**src/rtl/srce_pkg.sv**
```systemverilog
// Shared types and constants for the state relation closure engine.
// No dependencies; every other file of the block imports this package.
`default_nettype none
package srce_pkg;

  // Relation geometry
  localparam int unsigned MAX_STATES = 32;
  localparam int unsigned ROW_W      = 32;
  localparam int unsigned IDX_W      = $clog2(MAX_STATES);
  localparam int unsigned CNT_W      = 6;

  // Input field widths
  localparam int unsigned MODE_W   = 3;
  localparam int unsigned TARGET_W = 5;

  // Configuration port
  localparam int unsigned APB_AW = 3;
  localparam int unsigned APB_DW = 32;
  localparam logic        REG_STATES_IN_USE = 1'b0;
  localparam logic [CNT_W-1:0] STATES_RESET = CNT_W'(32);

  // Item modes
  localparam logic [MODE_W-1:0] MODE_IMAGE           = 3'd0;
  localparam logic [MODE_W-1:0] MODE_CLOSURE         = 3'd1;
  localparam logic [MODE_W-1:0] MODE_ADD_CROSS_SET   = 3'd2;
  localparam logic [MODE_W-1:0] MODE_ADD_CROSS_STATE = 3'd3;
  localparam logic [MODE_W-1:0] MODE_REMOVE          = 3'd4;
  localparam logic [MODE_W-1:0] MODE_CLEAR           = 3'd5;

  // Request from the sequencer to the row memory
  typedef struct packed {
    logic             rd_en;
    logic [IDX_W-1:0] raddr;
    logic             wr_en;
    logic [IDX_W-1:0] waddr;
    logic [ROW_W-1:0] wdata;
    logic             clr;
  } mem_req_t;

endpackage
`default_nettype wire

```
**src/rtl/srce_if.sv**
```systemverilog
// Valid/ready channel interfaces for item input and result output.
// Depends on srce_pkg for field widths.
`default_nettype none
interface srce_in_if;
  import srce_pkg::*;
  logic                valid;
  logic                ready;
  logic [MODE_W-1:0]   mode;
  logic [ROW_W-1:0]    set_a;
  logic [ROW_W-1:0]    set_b;
  logic [TARGET_W-1:0] target_state;

  modport source (output valid, mode, set_a, set_b, target_state, input ready);
  modport sink   (input valid, mode, set_a, set_b, target_state, output ready);
endinterface

interface srce_out_if;
  import srce_pkg::*;
  logic             valid;
  logic             ready;
  logic [ROW_W-1:0] result_set;

  modport source (output valid, result_set, input ready);
  modport sink   (input valid, result_set, output ready);
endinterface
`default_nettype wire

```
**src/rtl/state_relation_closure_engine_core.sv**
```systemverilog
// Usage
//   Items arrive on in_ch (mode, set_a, set_b, target_state) and each one
//   yields exactly one result_set on out_ch; a transfer happens on a rising
//   edge with valid and ready high. states_in_use is written over the APB
//   port at byte address 0; it reads back there too. The user must write it
//   only while the block is idle; the block itself does not enforce this.
//   The relation lives in a 32-row memory swept one row per cycle with
//   registered read data. Image and the update modes take one pass over
//   the rows. Closure takes one pass per growth step plus a final pass,
//   from 1 up to 32 passes. Clear and undefined modes skip the pass and
//   go straight to the result. One item is in work at a time; in_ch.ready
//   is high only while the sequencer is idle.
//   A finished result sits in an output register; the sequencer may close
//   its next item behind it, and holds that one while the receiver stalls.
//   Reset empties the relation at once (per-row valid bits) and sets
//   states_in_use to 32.
// Depends on srce_pkg, srce_if, srce_row_mem and srce_engine.
`default_nettype none
module state_relation_closure_engine_core (
  input  wire logic                         clk_i,
  input  wire logic                         rst_ni,
  srce_in_if.sink                           in_ch,
  srce_out_if.source                        out_ch,
  input  wire logic                         psel,
  input  wire logic                         penable,
  input  wire logic                         pwrite,
  input  wire logic [srce_pkg::APB_AW-1:0]  paddr,
  input  wire logic [srce_pkg::APB_DW-1:0]  pwdata,
  output logic [srce_pkg::APB_DW-1:0]       prdata,
  output logic                              pready
);
  import srce_pkg::*;

  logic [CNT_W-1:0] states_q;
  logic             cfg_wr;
  logic             reg_idx;

  mem_req_t         mem_req;
  logic [ROW_W-1:0] mem_rdata;

  logic             res_valid;
  logic             res_ready;
  logic [ROW_W-1:0] res_set;

  logic             out_vld_q, out_vld_d;
  logic [ROW_W-1:0] out_set_q, out_set_d;

  // Configuration register
  assign pready  = 1'b1;
  assign reg_idx = paddr[2];
  assign cfg_wr  = psel && penable && pwrite && pready && (reg_idx == REG_STATES_IN_USE);
  assign prdata  = (reg_idx == REG_STATES_IN_USE) ? APB_DW'(states_q) : '0;

  always_ff @(posedge clk_i or negedge rst_ni) begin
    if (!rst_ni) begin
      states_q <= STATES_RESET;
    end else if (cfg_wr) begin
      states_q <= pwdata[CNT_W-1:0];
    end
  end

  srce_row_mem u_mem (
    .clk_i   (clk_i),
    .rst_ni  (rst_ni),
    .req_i   (mem_req),
    .rdata_o (mem_rdata)
  );

  srce_engine u_engine (
    .clk_i           (clk_i),
    .rst_ni          (rst_ni),
    .states_in_use_i (states_q),
    .in_valid_i      (in_ch.valid),
    .in_ready_o      (in_ch.ready),
    .mode_i          (in_ch.mode),
    .set_a_i         (in_ch.set_a),
    .set_b_i         (in_ch.set_b),
    .target_state_i  (in_ch.target_state),
    .res_valid_o     (res_valid),
    .res_ready_i     (res_ready),
    .res_set_o       (res_set),
    .mem_req_o       (mem_req),
    .mem_rdata_i     (mem_rdata)
  );

  // Output register: load when empty or when the held result transfers
  assign res_ready = !out_vld_q || out_ch.ready;

  always_comb begin
    out_vld_d = out_vld_q;
    out_set_d = out_set_q;
    if (res_valid && res_ready) begin
      out_vld_d = 1'b1;
      out_set_d = res_set;
    end else if (out_ch.ready) begin
      out_vld_d = 1'b0;
    end
  end

  always_ff @(posedge clk_i or negedge rst_ni) begin
    if (!rst_ni) begin
      out_vld_q <= 1'b0;
    end else begin
      out_vld_q <= out_vld_d;
    end
  end

  always_ff @(posedge clk_i) begin
    out_set_q <= out_set_d;
  end

  assign out_ch.valid      = out_vld_q;
  assign out_ch.result_set = out_set_q;

`ifndef SYNTHESIS
  // The engine only hands over a result the register can take
  a_no_overrun: assert property (@(posedge clk_i) disable iff (!rst_ni)
    out_vld_q && !out_ch.ready |-> !(res_valid && res_ready))
    else $error("output register overwritten while stalled");

  // Domain size never changes while an item is in work
  a_cfg_idle: assert property (@(posedge clk_i) disable iff (!rst_ni)
    !in_ch.ready |=> $stable(states_q))
    else $error("states_in_use changed during an item");

  // A stalled result keeps its value
  a_out_hold: assert property (@(posedge clk_i) disable iff (!rst_ni)
    out_vld_q && !out_ch.ready |=> out_vld_q && $stable(out_set_q))
    else $error("stalled result changed");
`endif

endmodule
`default_nettype wire

```
**src/rtl/srce_row_mem.sv**
```systemverilog
// Relation row store: one synchronous memory with registered read data,
// plus per-row valid bits so reset and clear empty the relation at once.
// Depends on srce_pkg.
`default_nettype none
module srce_row_mem (
  input  wire logic                       clk_i,
  input  wire logic                       rst_ni,
  input  wire srce_pkg::mem_req_t         req_i,
  output logic [srce_pkg::ROW_W-1:0]      rdata_o
);
  import srce_pkg::*;

  logic [ROW_W-1:0]      mem [MAX_STATES];
  logic [MAX_STATES-1:0] row_vld_q;
  logic [ROW_W-1:0]      rdata_q;
  logic                  rd_vld_q;

  // Write and read the row array
  always_ff @(posedge clk_i) begin
    if (req_i.wr_en) begin
      mem[req_i.waddr] <= req_i.wdata;
    end
    if (req_i.rd_en) begin
      rdata_q <= mem[req_i.raddr];
    end
  end

  // Track which rows hold data; clear drops them all
  always_ff @(posedge clk_i or negedge rst_ni) begin
    if (!rst_ni) begin
      row_vld_q <= '0;
      rd_vld_q  <= 1'b0;
    end else begin
      if (req_i.clr) begin
        row_vld_q <= '0;
      end else if (req_i.wr_en) begin
        row_vld_q[req_i.waddr] <= 1'b1;
      end
      if (req_i.rd_en) begin
        rd_vld_q <= row_vld_q[req_i.raddr];
      end
    end
  end

  // An empty row reads as zero
  assign rdata_o = rd_vld_q ? rdata_q : '0;

endmodule
`default_nettype wire

```
**src/rtl/srce_engine.sv**
```systemverilog
// Sequencer: sweeps the row memory once per pass, accumulating images or
// doing read-modify-write updates, and repeats passes for closure.
// Depends on srce_pkg; drives srce_row_mem through mem_req_t.
`default_nettype none
module srce_engine (
  input  wire logic                          clk_i,
  input  wire logic                          rst_ni,
  input  wire logic [srce_pkg::CNT_W-1:0]    states_in_use_i,
  input  wire logic                          in_valid_i,
  output logic                               in_ready_o,
  input  wire logic [srce_pkg::MODE_W-1:0]   mode_i,
  input  wire logic [srce_pkg::ROW_W-1:0]    set_a_i,
  input  wire logic [srce_pkg::ROW_W-1:0]    set_b_i,
  input  wire logic [srce_pkg::TARGET_W-1:0] target_state_i,
  output logic                               res_valid_o,
  input  wire logic                          res_ready_i,
  output logic [srce_pkg::ROW_W-1:0]         res_set_o,
  output srce_pkg::mem_req_t                 mem_req_o,
  input  wire logic [srce_pkg::ROW_W-1:0]    mem_rdata_i
);
  import srce_pkg::*;

  typedef enum logic [3:0] {
    ST_IDLE   = 4'b0001,
    ST_SCAN   = 4'b0010,
    ST_DRAIN  = 4'b0100,
    ST_RESULT = 4'b1000
  } state_e;

  localparam logic [CNT_W-1:0] DOMAIN_MAX = CNT_W'(MAX_STATES);
  localparam logic [IDX_W-1:0] LAST_IDX   = IDX_W'(MAX_STATES - 1);

  state_e            state_q, state_d;
  logic [IDX_W-1:0]  idx_q, idx_d;
  logic              rd_vld_q, rd_vld_d;
  logic [IDX_W-1:0]  rd_idx_q, rd_idx_d;
  logic [MODE_W-1:0] mode_q, mode_d;
  logic [ROW_W-1:0]  acc_q, acc_d;
  logic [ROW_W-1:0]  nxt_q, nxt_d;
  logic [ROW_W-1:0]  b_q, b_d;
  logic [ROW_W-1:0]  mask_q, mask_d;
  logic [ROW_W-1:0]  res_q, res_d;

  logic              accept;
  logic [CNT_W-1:0]  n_cap;
  logic [ROW_W-1:0]  in_mask;
  logic              tgt_hit;
  logic              is_query;
  logic              row_sel;
  logic [ROW_W-1:0]  row_img;
  logic [ROW_W-1:0]  nxt_full;
  logic [ROW_W-1:0]  nxt_masked;
  logic [ROW_W-1:0]  row_mod;

  assign in_ready_o  = (state_q == ST_IDLE);
  assign accept      = in_valid_i && in_ready_o;
  assign res_valid_o = (state_q == ST_RESULT);
  assign res_set_o   = res_q;

  // Domain size and mask for the incoming item
  always_comb begin
    n_cap   = (states_in_use_i > DOMAIN_MAX) ? DOMAIN_MAX : states_in_use_i;
    in_mask = (n_cap >= CNT_W'(ROW_W)) ? '1 : ((ROW_W'(1) << n_cap) - ROW_W'(1));
    tgt_hit = ({1'b0, target_state_i} < n_cap);
  end

  // Combine the row returned by the memory
  always_comb begin
    is_query   = (mode_q == MODE_IMAGE) || (mode_q == MODE_CLOSURE);
    row_sel    = rd_vld_q && acc_q[rd_idx_q];
    row_img    = row_sel ? mem_rdata_i : '0;
    nxt_full   = nxt_q | row_img;
    nxt_masked = nxt_full & mask_q;
    row_mod    = (mode_q == MODE_REMOVE) ? (mem_rdata_i & ~b_q) : (mem_rdata_i | b_q);
  end

  // Memory requests: read ahead by one row, write back the row just read
  always_comb begin
    mem_req_o.rd_en = (state_q == ST_SCAN);
    mem_req_o.raddr = idx_q;
    mem_req_o.wr_en = row_sel && !is_query;
    mem_req_o.waddr = rd_idx_q;
    mem_req_o.wdata = row_mod;
    mem_req_o.clr   = accept && (mode_i == MODE_CLEAR);
  end

  // Sequence the passes
  always_comb begin
    state_d  = state_q;
    idx_d    = idx_q;
    rd_vld_d = 1'b0;
    rd_idx_d = rd_idx_q;
    mode_d   = mode_q;
    acc_d    = acc_q;
    nxt_d    = nxt_q;
    b_d      = b_q;
    mask_d   = mask_q;
    res_d    = res_q;
    case (state_q)
      ST_IDLE: begin
        if (accept) begin
          mode_d = mode_i;
          mask_d = in_mask;
          acc_d  = set_a_i & in_mask;
          nxt_d  = '0;
          idx_d  = '0;
          res_d  = '0;
          b_d    = set_b_i & in_mask;
          case (mode_i)
            MODE_IMAGE, MODE_CLOSURE, MODE_ADD_CROSS_SET, MODE_REMOVE: begin
              state_d = ST_SCAN;
            end
            MODE_ADD_CROSS_STATE: begin
              b_d     = tgt_hit ? (ROW_W'(1) << target_state_i) : '0;
              state_d = ST_SCAN;
            end
            default: begin
              state_d = ST_RESULT;
            end
          endcase
        end
      end
      ST_SCAN: begin
        nxt_d    = nxt_full;
        rd_vld_d = 1'b1;
        rd_idx_d = idx_q;
        idx_d    = idx_q + IDX_W'(1);
        if (idx_q == LAST_IDX) begin
          state_d = ST_DRAIN;
        end
      end
      ST_DRAIN: begin
        // Last row is in; close the pass
        nxt_d = '0;
        idx_d = '0;
        if (mode_q == MODE_IMAGE) begin
          res_d   = nxt_masked;
          state_d = ST_RESULT;
        end else if (mode_q == MODE_CLOSURE) begin
          if ((nxt_masked & ~acc_q) != '0) begin
            acc_d   = acc_q | nxt_masked;
            state_d = ST_SCAN;
          end else begin
            res_d   = acc_q;
            state_d = ST_RESULT;
          end
        end else begin
          res_d   = '0;
          state_d = ST_RESULT;
        end
      end
      ST_RESULT: begin
        if (res_ready_i) begin
          state_d = ST_IDLE;
        end
      end
      default: begin
        state_d = ST_IDLE;
      end
    endcase
  end

  // Control state
  always_ff @(posedge clk_i or negedge rst_ni) begin
    if (!rst_ni) begin
      state_q  <= ST_IDLE;
      rd_vld_q <= 1'b0;
      idx_q    <= '0;
    end else begin
      state_q  <= state_d;
      rd_vld_q <= rd_vld_d;
      idx_q    <= idx_d;
    end
  end

  // Item payload
  always_ff @(posedge clk_i) begin
    rd_idx_q <= rd_idx_d;
    mode_q   <= mode_d;
    acc_q    <= acc_d;
    nxt_q    <= nxt_d;
    b_q      <= b_d;
    mask_q   <= mask_d;
    res_q    <= res_d;
  end

`ifndef SYNTHESIS
  // A write-back never lands on the row being fetched
  a_no_rw_overlap: assert property (@(posedge clk_i) disable iff (!rst_ni)
    mem_req_o.rd_en && mem_req_o.wr_en |-> mem_req_o.raddr != mem_req_o.waddr)
    else $error("row read and write-back collide");

  // Queries never modify the relation
  a_query_no_write: assert property (@(posedge clk_i) disable iff (!rst_ni)
    mem_req_o.wr_en |-> !is_query && (state_q == ST_SCAN || state_q == ST_DRAIN))
    else $error("row write outside an update pass");

  // Update modes report an empty set
  a_update_zero: assert property (@(posedge clk_i) disable iff (!rst_ni)
    res_valid_o && !is_query |-> res_set_o == '0)
    else $error("update item returned a nonzero set");

  // A result stays put until it is taken
  a_res_hold: assert property (@(posedge clk_i) disable iff (!rst_ni)
    res_valid_o && !res_ready_i |=> res_valid_o && $stable(res_set_o))
    else $error("engine result dropped before transfer");
`endif

endmodule
`default_nettype wire

```
**src/flat_wrapper.sv**
```systemverilog
// flat-port wrapper written by rule: the top's interface ports become plain ports
module state_relation_closure_engine_core_flat import srce_pkg::*;
  (clk_i, rst_ni, psel, penable, pwrite, paddr, pwdata, prdata, pready, in_ch_valid, in_ch_mode, in_ch_set_a, in_ch_set_b, in_ch_target_state, in_ch_ready, out_ch_valid, out_ch_result_set, out_ch_ready);
  srce_in_if in_ch_i ();
  srce_out_if out_ch_i ();
  input  wire logic clk_i;
  input  wire logic rst_ni;
  input  wire logic psel;
  input  wire logic penable;
  input  wire logic pwrite;
  input  wire logic [srce_pkg::APB_AW-1:0] paddr;
  input  wire logic [srce_pkg::APB_DW-1:0] pwdata;
  output logic [srce_pkg::APB_DW-1:0] prdata;
  output logic pready;
  input wire logic [$bits(in_ch_i.valid)-1:0] in_ch_valid;
  input wire logic [$bits(in_ch_i.mode)-1:0] in_ch_mode;
  input wire logic [$bits(in_ch_i.set_a)-1:0] in_ch_set_a;
  input wire logic [$bits(in_ch_i.set_b)-1:0] in_ch_set_b;
  input wire logic [$bits(in_ch_i.target_state)-1:0] in_ch_target_state;
  output wire logic [$bits(in_ch_i.ready)-1:0] in_ch_ready;
  output wire logic [$bits(out_ch_i.valid)-1:0] out_ch_valid;
  output wire logic [$bits(out_ch_i.result_set)-1:0] out_ch_result_set;
  input wire logic [$bits(out_ch_i.ready)-1:0] out_ch_ready;
  assign in_ch_i.valid = in_ch_valid;
  assign in_ch_i.mode = in_ch_mode;
  assign in_ch_i.set_a = in_ch_set_a;
  assign in_ch_i.set_b = in_ch_set_b;
  assign in_ch_i.target_state = in_ch_target_state;
  assign in_ch_ready = in_ch_i.ready;
  assign out_ch_valid = out_ch_i.valid;
  assign out_ch_result_set = out_ch_i.result_set;
  assign out_ch_i.ready = out_ch_ready;
  state_relation_closure_engine_core u_core (.clk_i(clk_i), .rst_ni(rst_ni), .in_ch(in_ch_i), .out_ch(out_ch_i), .psel(psel), .penable(penable), .pwrite(pwrite), .paddr(paddr), .pwdata(pwdata), .prdata(prdata), .pready(pready));
endmodule
```
**config.mk**
```make
export PLATFORM = sky130hd
export DESIGN_NAME = state_relation_closure_engine_core_flat
export DESIGN_NICKNAME = d
export VERILOG_FILES = /design/src/rtl/srce_pkg.sv /design/src/rtl/srce_if.sv /design/src/rtl/state_relation_closure_engine_core.sv /design/src/rtl/srce_row_mem.sv /design/src/rtl/srce_engine.sv /design/src/flat_wrapper.sv
export SDC_FILE = /design/constraint.sdc
export NUM_CORES = 1
export LEC_CHECK = 0
export BUFFER_PORTS_ARGS = -buffer_cell sky130_fd_sc_hd__buf_2
export CAP_MARGIN = 40
export CORE_AREA = 2 2 328 249
export DETAILED_ROUTE_END_ITERATION = 7
export DIE_AREA = 0 0 330 251
export HOLD_SLACK_MARGIN = 0.08
export PLACE_DENSITY = 0.93
export SLEW_MARGIN = 20
export SYNTH_ARGS = -nofsm -noshare
export SYNTH_HDL_FRONTEND = slang
export SYNTH_SLANG_ARGS = --single-unit
export TNS_END_PERCENT = 1
```
**constraint.sdc**
```tcl
create_clock -name clk_i -period 10.7 [get_ports clk_i]
set_input_delay 0 -clock clk_i [delete_from_list [all_inputs] [get_ports clk_i]]
set_output_delay 0 -clock clk_i [all_outputs]
set_load 0.05 [all_outputs]
```
Word level (Yosys, flattened, before mapping) --
Memories as Yosys holds them, arrays and structs flattened. A register that Yosys moved wholly into a read port is not among the register bits. Cells that the tools add are included.
Operators by class: $add $sub $neg 2, magnitude comparators 6, eq/ne operators 19, shifts and indexed selects 2, multiplexer cells 42, bitwise logic cells 12, reductions and logical operators 26
Operators by type and width (number):
- $mux W32 | 16
- $and A32 B32 Y32 | 5
- $or A32 B32 Y32 | 4
- $pmux W32 S2 | 2
- $pmux W32 S3 | 1
- $not A32 Y32 | 2
- $reduce_bool A32 Y1 | 1
- $shl A1 B5 Y32 const A | 1
- $shl A1 B6 Y32 const A | 1
- $sub A32 B1 Y32 const B | 1
- $mux W4 | 7
- $pmux W4 S4 | 1
- $pmux W5 S3 | 1
- $lt A5 B6 Y1 const B | 2
- $mux W6 | 2
- $bmux W1 S5 | 2
- $ne A2 B2 Y1 const B | 5
- $eq A3 B3 Y1 const B | 3
- $logic_and A1 B1 Y1 | 9
- $mux W1 | 8
- $eq A3 B1 Y1 const B | 2
- $eq A3 B2 Y1 const B | 2
- $ge A6 B6 Y1 const B | 1
- $gt A6 B6 Y1 const B | 1
- 22 further kinds | 29
Storage, ports and cells: register bits after elaboration 250, memory bits (writable) 1024, output and inout bits 67, logic and storage cells 125, memories 1
Memory list:
- u_core.u_mem.mem | depth 32, width 32, rd ports 1, clocked after memory_dff 1, wr ports 1, RTL line srce_row_mem.sv:13 | logic [ROW_W-1:0] mem [MAX_STATES];

Logic depth before layout (Yosys ltp) --
depth in word-level cells 12, mapped depth 14, mapped depth without buffers 11

By module --
From an unflattened synthesis, not the netlist that was laid out.
Unflattened totals: cell total of the unflattened synthesis 2778, area, all modules 52882.0 sq um
Modules (own cells, without submodules):
- srce_row_mem | instances 1, cells an instance 1707, area each 41463.5 sq um, seq. area each 32536.2 sq um
- srce_engine | instances 1, cells an instance 987, area each 9908.3 sq um, seq. area each 5296.3 sq um
- state_relation_closure_engine_core | instances 1, cells an instance 84, area each 1510.2 sq um, seq. area each 1137.3 sq um

Least setup slack after synthesis --
Ideal clock, no wire load.
kind flip-flop to flip-flop, from reg u_core.u_engine.rd_idx_q[1], to mem u_core.u_mem.mem[31][0], enable pin, library setup time 421 ps, arrival 3232 ps, required time 10279 ps, slack 7047 ps, cell stages (with the launch flop) 11, path buffers 3, period minus slack after synthesis 3653 ps, cells stage by stage edfxtp_1 > buf_6 > mux2i_1 > nor4b_1 > nor4_1 > o221a_2 > nand4_2 > buf_6 > buf_4 > nand3_2 > nor2_1
Between the ends: word-level cells in the longest chain between the ends 6
Ends and longest elaborated chain:
- start: declaration | RTL line srce_engine.sv:36 | logic [IDX_W-1:0] rd_idx_q, rd_idx_d;
- start signal: assignment | RTL line srce_engine.sv:178 | rd_idx_q <= rd_idx_d;
- $bmux W1 S5 | RTL line srce_engine.sv:70 | row_sel = rd_vld_q && acc_q[rd_idx_q];
- $mux W1 (not written as such) | RTL line srce_engine.sv:70
- $logic_and A1 B1 Y1 | RTL line srce_engine.sv:70
- $logic_and A1 B1 Y1 | RTL line srce_engine.sv:81 | mem_req_o.wr_en = row_sel && !is_query;
- $mux W1 | RTL line srce_row_mem.sv:20 | if (req_i.wr_en) begin
- $mux W1 (not written as such) | RTL line srce_row_mem.sv:21 | mem[req_i.waddr] <= req_i.wdata;
- end: declaration | RTL line srce_row_mem.sv:13
Parallel ways exist; a longest one is shown, timed or not. The select of a mux whose other input is x is not followed.

Final worst setup path --
from reg u_core.states_q[3], to reg u_core.u_engine.b_q[4], data pin
Between the ends: word-level cells in the longest chain between the ends 7
Ends and longest elaborated chain:
- start: declaration | RTL line state_relation_closure_engine_core.sv:34 | logic [CNT_W-1:0] states_q;
- start signal: assignment | RTL line state_relation_closure_engine_core.sv:58 | states_q <= pwdata[CNT_W-1:0];
- $gt A6 B6 Y1 | RTL line srce_engine.sv:62 | n_cap = (states_in_use_i > DOMAIN_MAX) ? DOMAIN_MAX : states_in_use_i;
- $mux W6 (*) | RTL line srce_engine.sv:62
- $shl A1 B6 Y32 | RTL line srce_engine.sv:63 | in_mask = (n_cap >= CNT_W'(ROW_W)) ? '1 : ((ROW_W'(1) << n_cap) - ROW_W'(1));
- $sub A32 B1 Y32 | RTL line srce_engine.sv:63
- $mux W32 (*) | RTL line srce_engine.sv:63
- net u_core.u_engine.in_mask[4] | RTL line srce_engine.sv:46 | logic [ROW_W-1:0] in_mask;
- $and A32 B32 Y32 (*) | RTL line srce_engine.sv:108 | b_d = set_b_i & in_mask;
- $mux W32 (*) | RTL line srce_engine.sv:109 | case (mode_i)
- end signal: assignment | RTL line srce_engine.sv:182 | b_q <= b_d;
- end: declaration | RTL line srce_engine.sv:40 | logic [ROW_W-1:0] b_q, b_d;
Mark *: on every way through the listed nets, which the timed path passes. The rest lies on a longest branch. A chain may end at the register's enable or synchronous reset.

==> summary.md <==
| Metric | Value |
|---|---|
| Slew at the pin closest to its max-slew limit | `1.00 ns` |
| Port buffer count | `125` |
| Top-Level Pins | `181` |
| Clock Path Buffers | `3` |
| Area leader, netlist | `edfxtp_1` |
| Starting Density | `0.663` |
| Largest family of logic cells by synthesized area | `multiplexers` |
| Synthesis Warnings | `0` |
| Routed len/inst | `38.5 um` |
| Power per cell area | `232 mW/mm2` |
| CP Data Arrival Time | `5.01 ns` |
| Crit path required time | `about 11 ns` |
| Multiplexer area fraction after synthesis | `0.145` |
| Distinct cells, synth | `between 70 and 80` |
| Synth Cell Area | `0.0529 mm2` |
| Max-Cap Viols | `0` |
| Dpl hpwl | `92,400 um` |
| Psw | `4.14 mW` |
| Adder-cell area share of the yosys netlist | `0.00166` |
| Switch share | `0.295` |
| Number of flops mapped to enable cells by yosys | `about 1.3k` |
| HP Class | `input port to register` |
| First DRT Iteration DRCs | `6,151` |
| Final Max Slew Viols | `0` |
| Share of layout cells above drive strength 1 | `0.264` |
| First-pass GRT wire length | `230,000 um` |
| Synth Area in Compound Gates | `0.0429` |
| Slew HR | `0.332` |
| P&R area growth vs syn | `14.4%` |
| Met1 wire length | `roughly 53,000 um` |
| Fmax | `226 MHz` |
| Async set-reset flop share out of synthesis | `0.0383` |
| Setup total negative slack | `0 ns` |
| Synth Area in XOR/XNOR | `0.000663` |
| Clock root buffer | `clkbuf_16` |
| Prevailing post-synth register cell | `edfxtp_1` |
| Reg power frac | `0.471` |
| Crit path max fanout | `21` |
| CTS tree | `built` |
| Die span in y | `251 um` |
| RSZ-0062 raised after global routing | `no` |
| Slack of the worst reg-to-reg path | `6.27 ns` |
| Post-Syn Instances | `2,795` |
| CTS buffer count | `116` |
| Share of the synthesized area in the top cell type | `0.713` |
| Clock latency on the worst-skew pair | `0.73 ns` |
| Postcts setup bufs | `0` |
| Routed wire length | `164,000 um` |
| Max Used Layer | `met5` |
| Clock slew at reported path FFs | `approximately 0.07 ns` |
| CP startpoint kind | `register` |
| WHS | `0.120 ns` |
| Met3 wire length | `approximately 25,000 um` |
| Antenna violations before repair | `11` |
| Status | `complete, but fails checks` |
| Final hold vios | `0` |
| Leakage power | `19.6 nW` |
| Clock power frac | `0.302` |
| Simple-Gate Fraction of Synth Area | `0.0544` |
| Largest net degree at the start of global routing | `118` |
| P_int | `9.88 mW` |
| Endpoints failing setup | `0` |
| Crit share post-route | `0.414` |
| Worst reg2reg path depth | `11` |
| Row count | `90` |
| Min Tclk post-route | `between 4 and 5 ns` |
| Ant diodes | `0` |
| Crit path kind | `register to register` |
| GPL Wtd Cong | `0.993` |
| GRT Overall Usage | `0.401` |
| Number of global-route vias before repair | `31.6k` |
| Final #Nets | `3,218` |
| Crit path to | `u_core.u_engine.b_q[4]$_DFFE_PP_` |
| Mean post-synth cell area | `around 19 um2` |
| Crit path from | `u_core.states_q[3]$_DFFE_PN0P_` |
| Drt drc | `21` |
| Total grt overflow | `0` |
| CP Capture Type | `register` |
| Most frequent cell after synthesis | `edfxtp_1` |
| Commonest cells post-synth | `edfxtp_1, mux4_2, nand2_1` |
| Combinational share of power | `0.227` |
| Pre-antenna DRT Iters | `8` |
| H-tree depth | `3` |
| Failing checks | `DRC` |
| Synth top area cells | `edfxtp_1, mux4_2, dfrtp_1` |
| Horiz. Die Dim | `330 um` |
| VDD IR max | `~0.31 mV` |
| Clock skew | `between 0.04 and 0.05 ns` |
| #FFs+latches synth | `1,306` |
| Die area | `0.0828 mm2` |
| Vias per cell | `7.51` |
| FF-to-FF End | `u_core.u_engine.b_q[4]$_DFFE_PP_` |
| CTS sink cnt | `1,306` |
| Core Box Area | `0.0797 mm2` |
| RR Startpoint | `u_core.states_q[3]$_DFFE_PN0P_` |
| Met2 routed WL | `76,300 um` |
| Sequential-to-total area share from yosys stat | `0.737` |
| Via Count | `~32k` |
| Routed Antenna Nets | `0` |
| Post-cts resize count | `0` |
cell type report:
type                    count  area, um2
flip-flops and latches   1306      39000
fillers                  4121      19200
multi-input cells        1312      13500
clock buffers             141       3090
repair buffers            345       2890
well taps                1058       1320
clock inverters            74        684
inverters                  16       60.1
kinds of logic after synthesis:
family	count (synthesis)
mux	354
xor+xnor	4
simple gates	598
flops	1306
buf+inv	202
fa+ha+maj	7
compound gates	322
other cells	2
metal layers:
| layer | global-route usage | vias to the layer above |
|---|---|---|
| li1 | - | 12000 |
| met1 | 0.532 | 16000 |
| met2 | 0.611 | 3285 |
| met3 | 0.144 | 658 |
| met4 | 0.169 | 22 |
| met5 | 0 | - |
cell usage in the layout, fill, tap and decap left out, types with 13 or more instances in the layout:
master         synthesis  layout
edfxtp_1            1256    1256
mux4_2               330     330
nand2_1              274     273
buf_2                 34     128
clkbuf_16              0     119
dlygate4sd3_1          0     110
nor2_1               116      83
buf_4                 29      69
nand3b_1              52      52
a32o_1                44      44
dfrtp_1               48      43
a21oi_1               43      42
a22o_1                40      40
o21ai_1               30      37
o21ai_0               67      35
nor2_4                 0      33
clkinv_1               1      29
a31oi_1               29      29
nor3_1                31      28
conb_1                 2      27
and3_1                25      25
clkinv_2               0      23
o21ai_2                0      20
clkbuf_1             110      19
mux2i_1               18      18
buf_6                  5      17
nand3_1               14      14
nand2b_1              13      13
power by group through the flow:
stage	Clock, mW	Sequential (mW)	Combinational (mW)
finish	4.23	6.61	3.18
detailed placement	0	6.71	2.91
global placement	0	6.70	2.66
CTS	4.23	6.61	3.05
floorplan	0	6.58	2.04
global route	4.39	6.61	3.31
registers in the layout (all words and copies together) (netlist names), 6 cells and up:
register                   count
u_core.states_q                6
u_core.u_engine.res_set_o     32
u_core.u_mem.mem            1024
u_core.u_engine.mask_q        32
u_core.u_mem.row_vld_q        32
u_core.u_engine.b_q           32
u_core.out_ch.result_set      32
u_core.u_engine.acc_q         32
u_core.u_engine.nxt_q         32
u_core.u_mem.rdata_q          32
repair_timing:
action	CTS	global route
hold buffers	111	0
endpoints found under the setup margin	0	0
endpoints found under the hold margin	142	0
worst max-delay path, cell delays in order (launching register included):
cell	delay (ns)
dfrtp_1	0.63
inv_1	0.52
nor2_1	0.15
or4_1	0.48
ha_1	0.21
buf_4	0.21
nor2_1	0.40
and3_1	0.22
a21oi_1	0.05
o21ai_0	0.54
a32o_1	0.28
dlygate4sd3_1	0.60
stage by stage:
step                      std cells  area (um2)  utilization  power, mW  setup WS, ns
final                          4252       60500        0.759       14.0          6.27
after global routing           4252       60500        0.759       14.3          6.13
after CTS                      4245       60300        0.757       13.9          6.23
after detailed placement       3919       55400        0.695       9.63          6.30
after global placement         3886       55000        0.689       9.37          6.38
after floorplan                2820       53000            -       8.62          7.05
worst min path at each step:
stage,slack (ns),cells past startpoint,start,end
4_1_cts,0.09,2,in_ch_mode[2],u_core.u_engine.mode_q[2]$_DFFE_PP_
3_3_place_gp,0.23,2,pwdata[5],u_core.states_q[5]$_DFFE_PN1P_
2_1_floorplan,-0.30,0,rst_ni,u_core.out_ch.valid$_DFFE_PN0P_
5_1_grt,0.12,2,in_ch_mode[0],u_core.u_engine.mode_q[0]$_DFFE_PP_
6_report,0.12,2,in_ch_mode[0],u_core.u_engine.mode_q[0]$_DFFE_PP_
3_5_place_dp,0.13,1,rst_ni,u_core.out_ch.valid$_DFFE_PN0P_
Power figures use the tool's default switching activity.
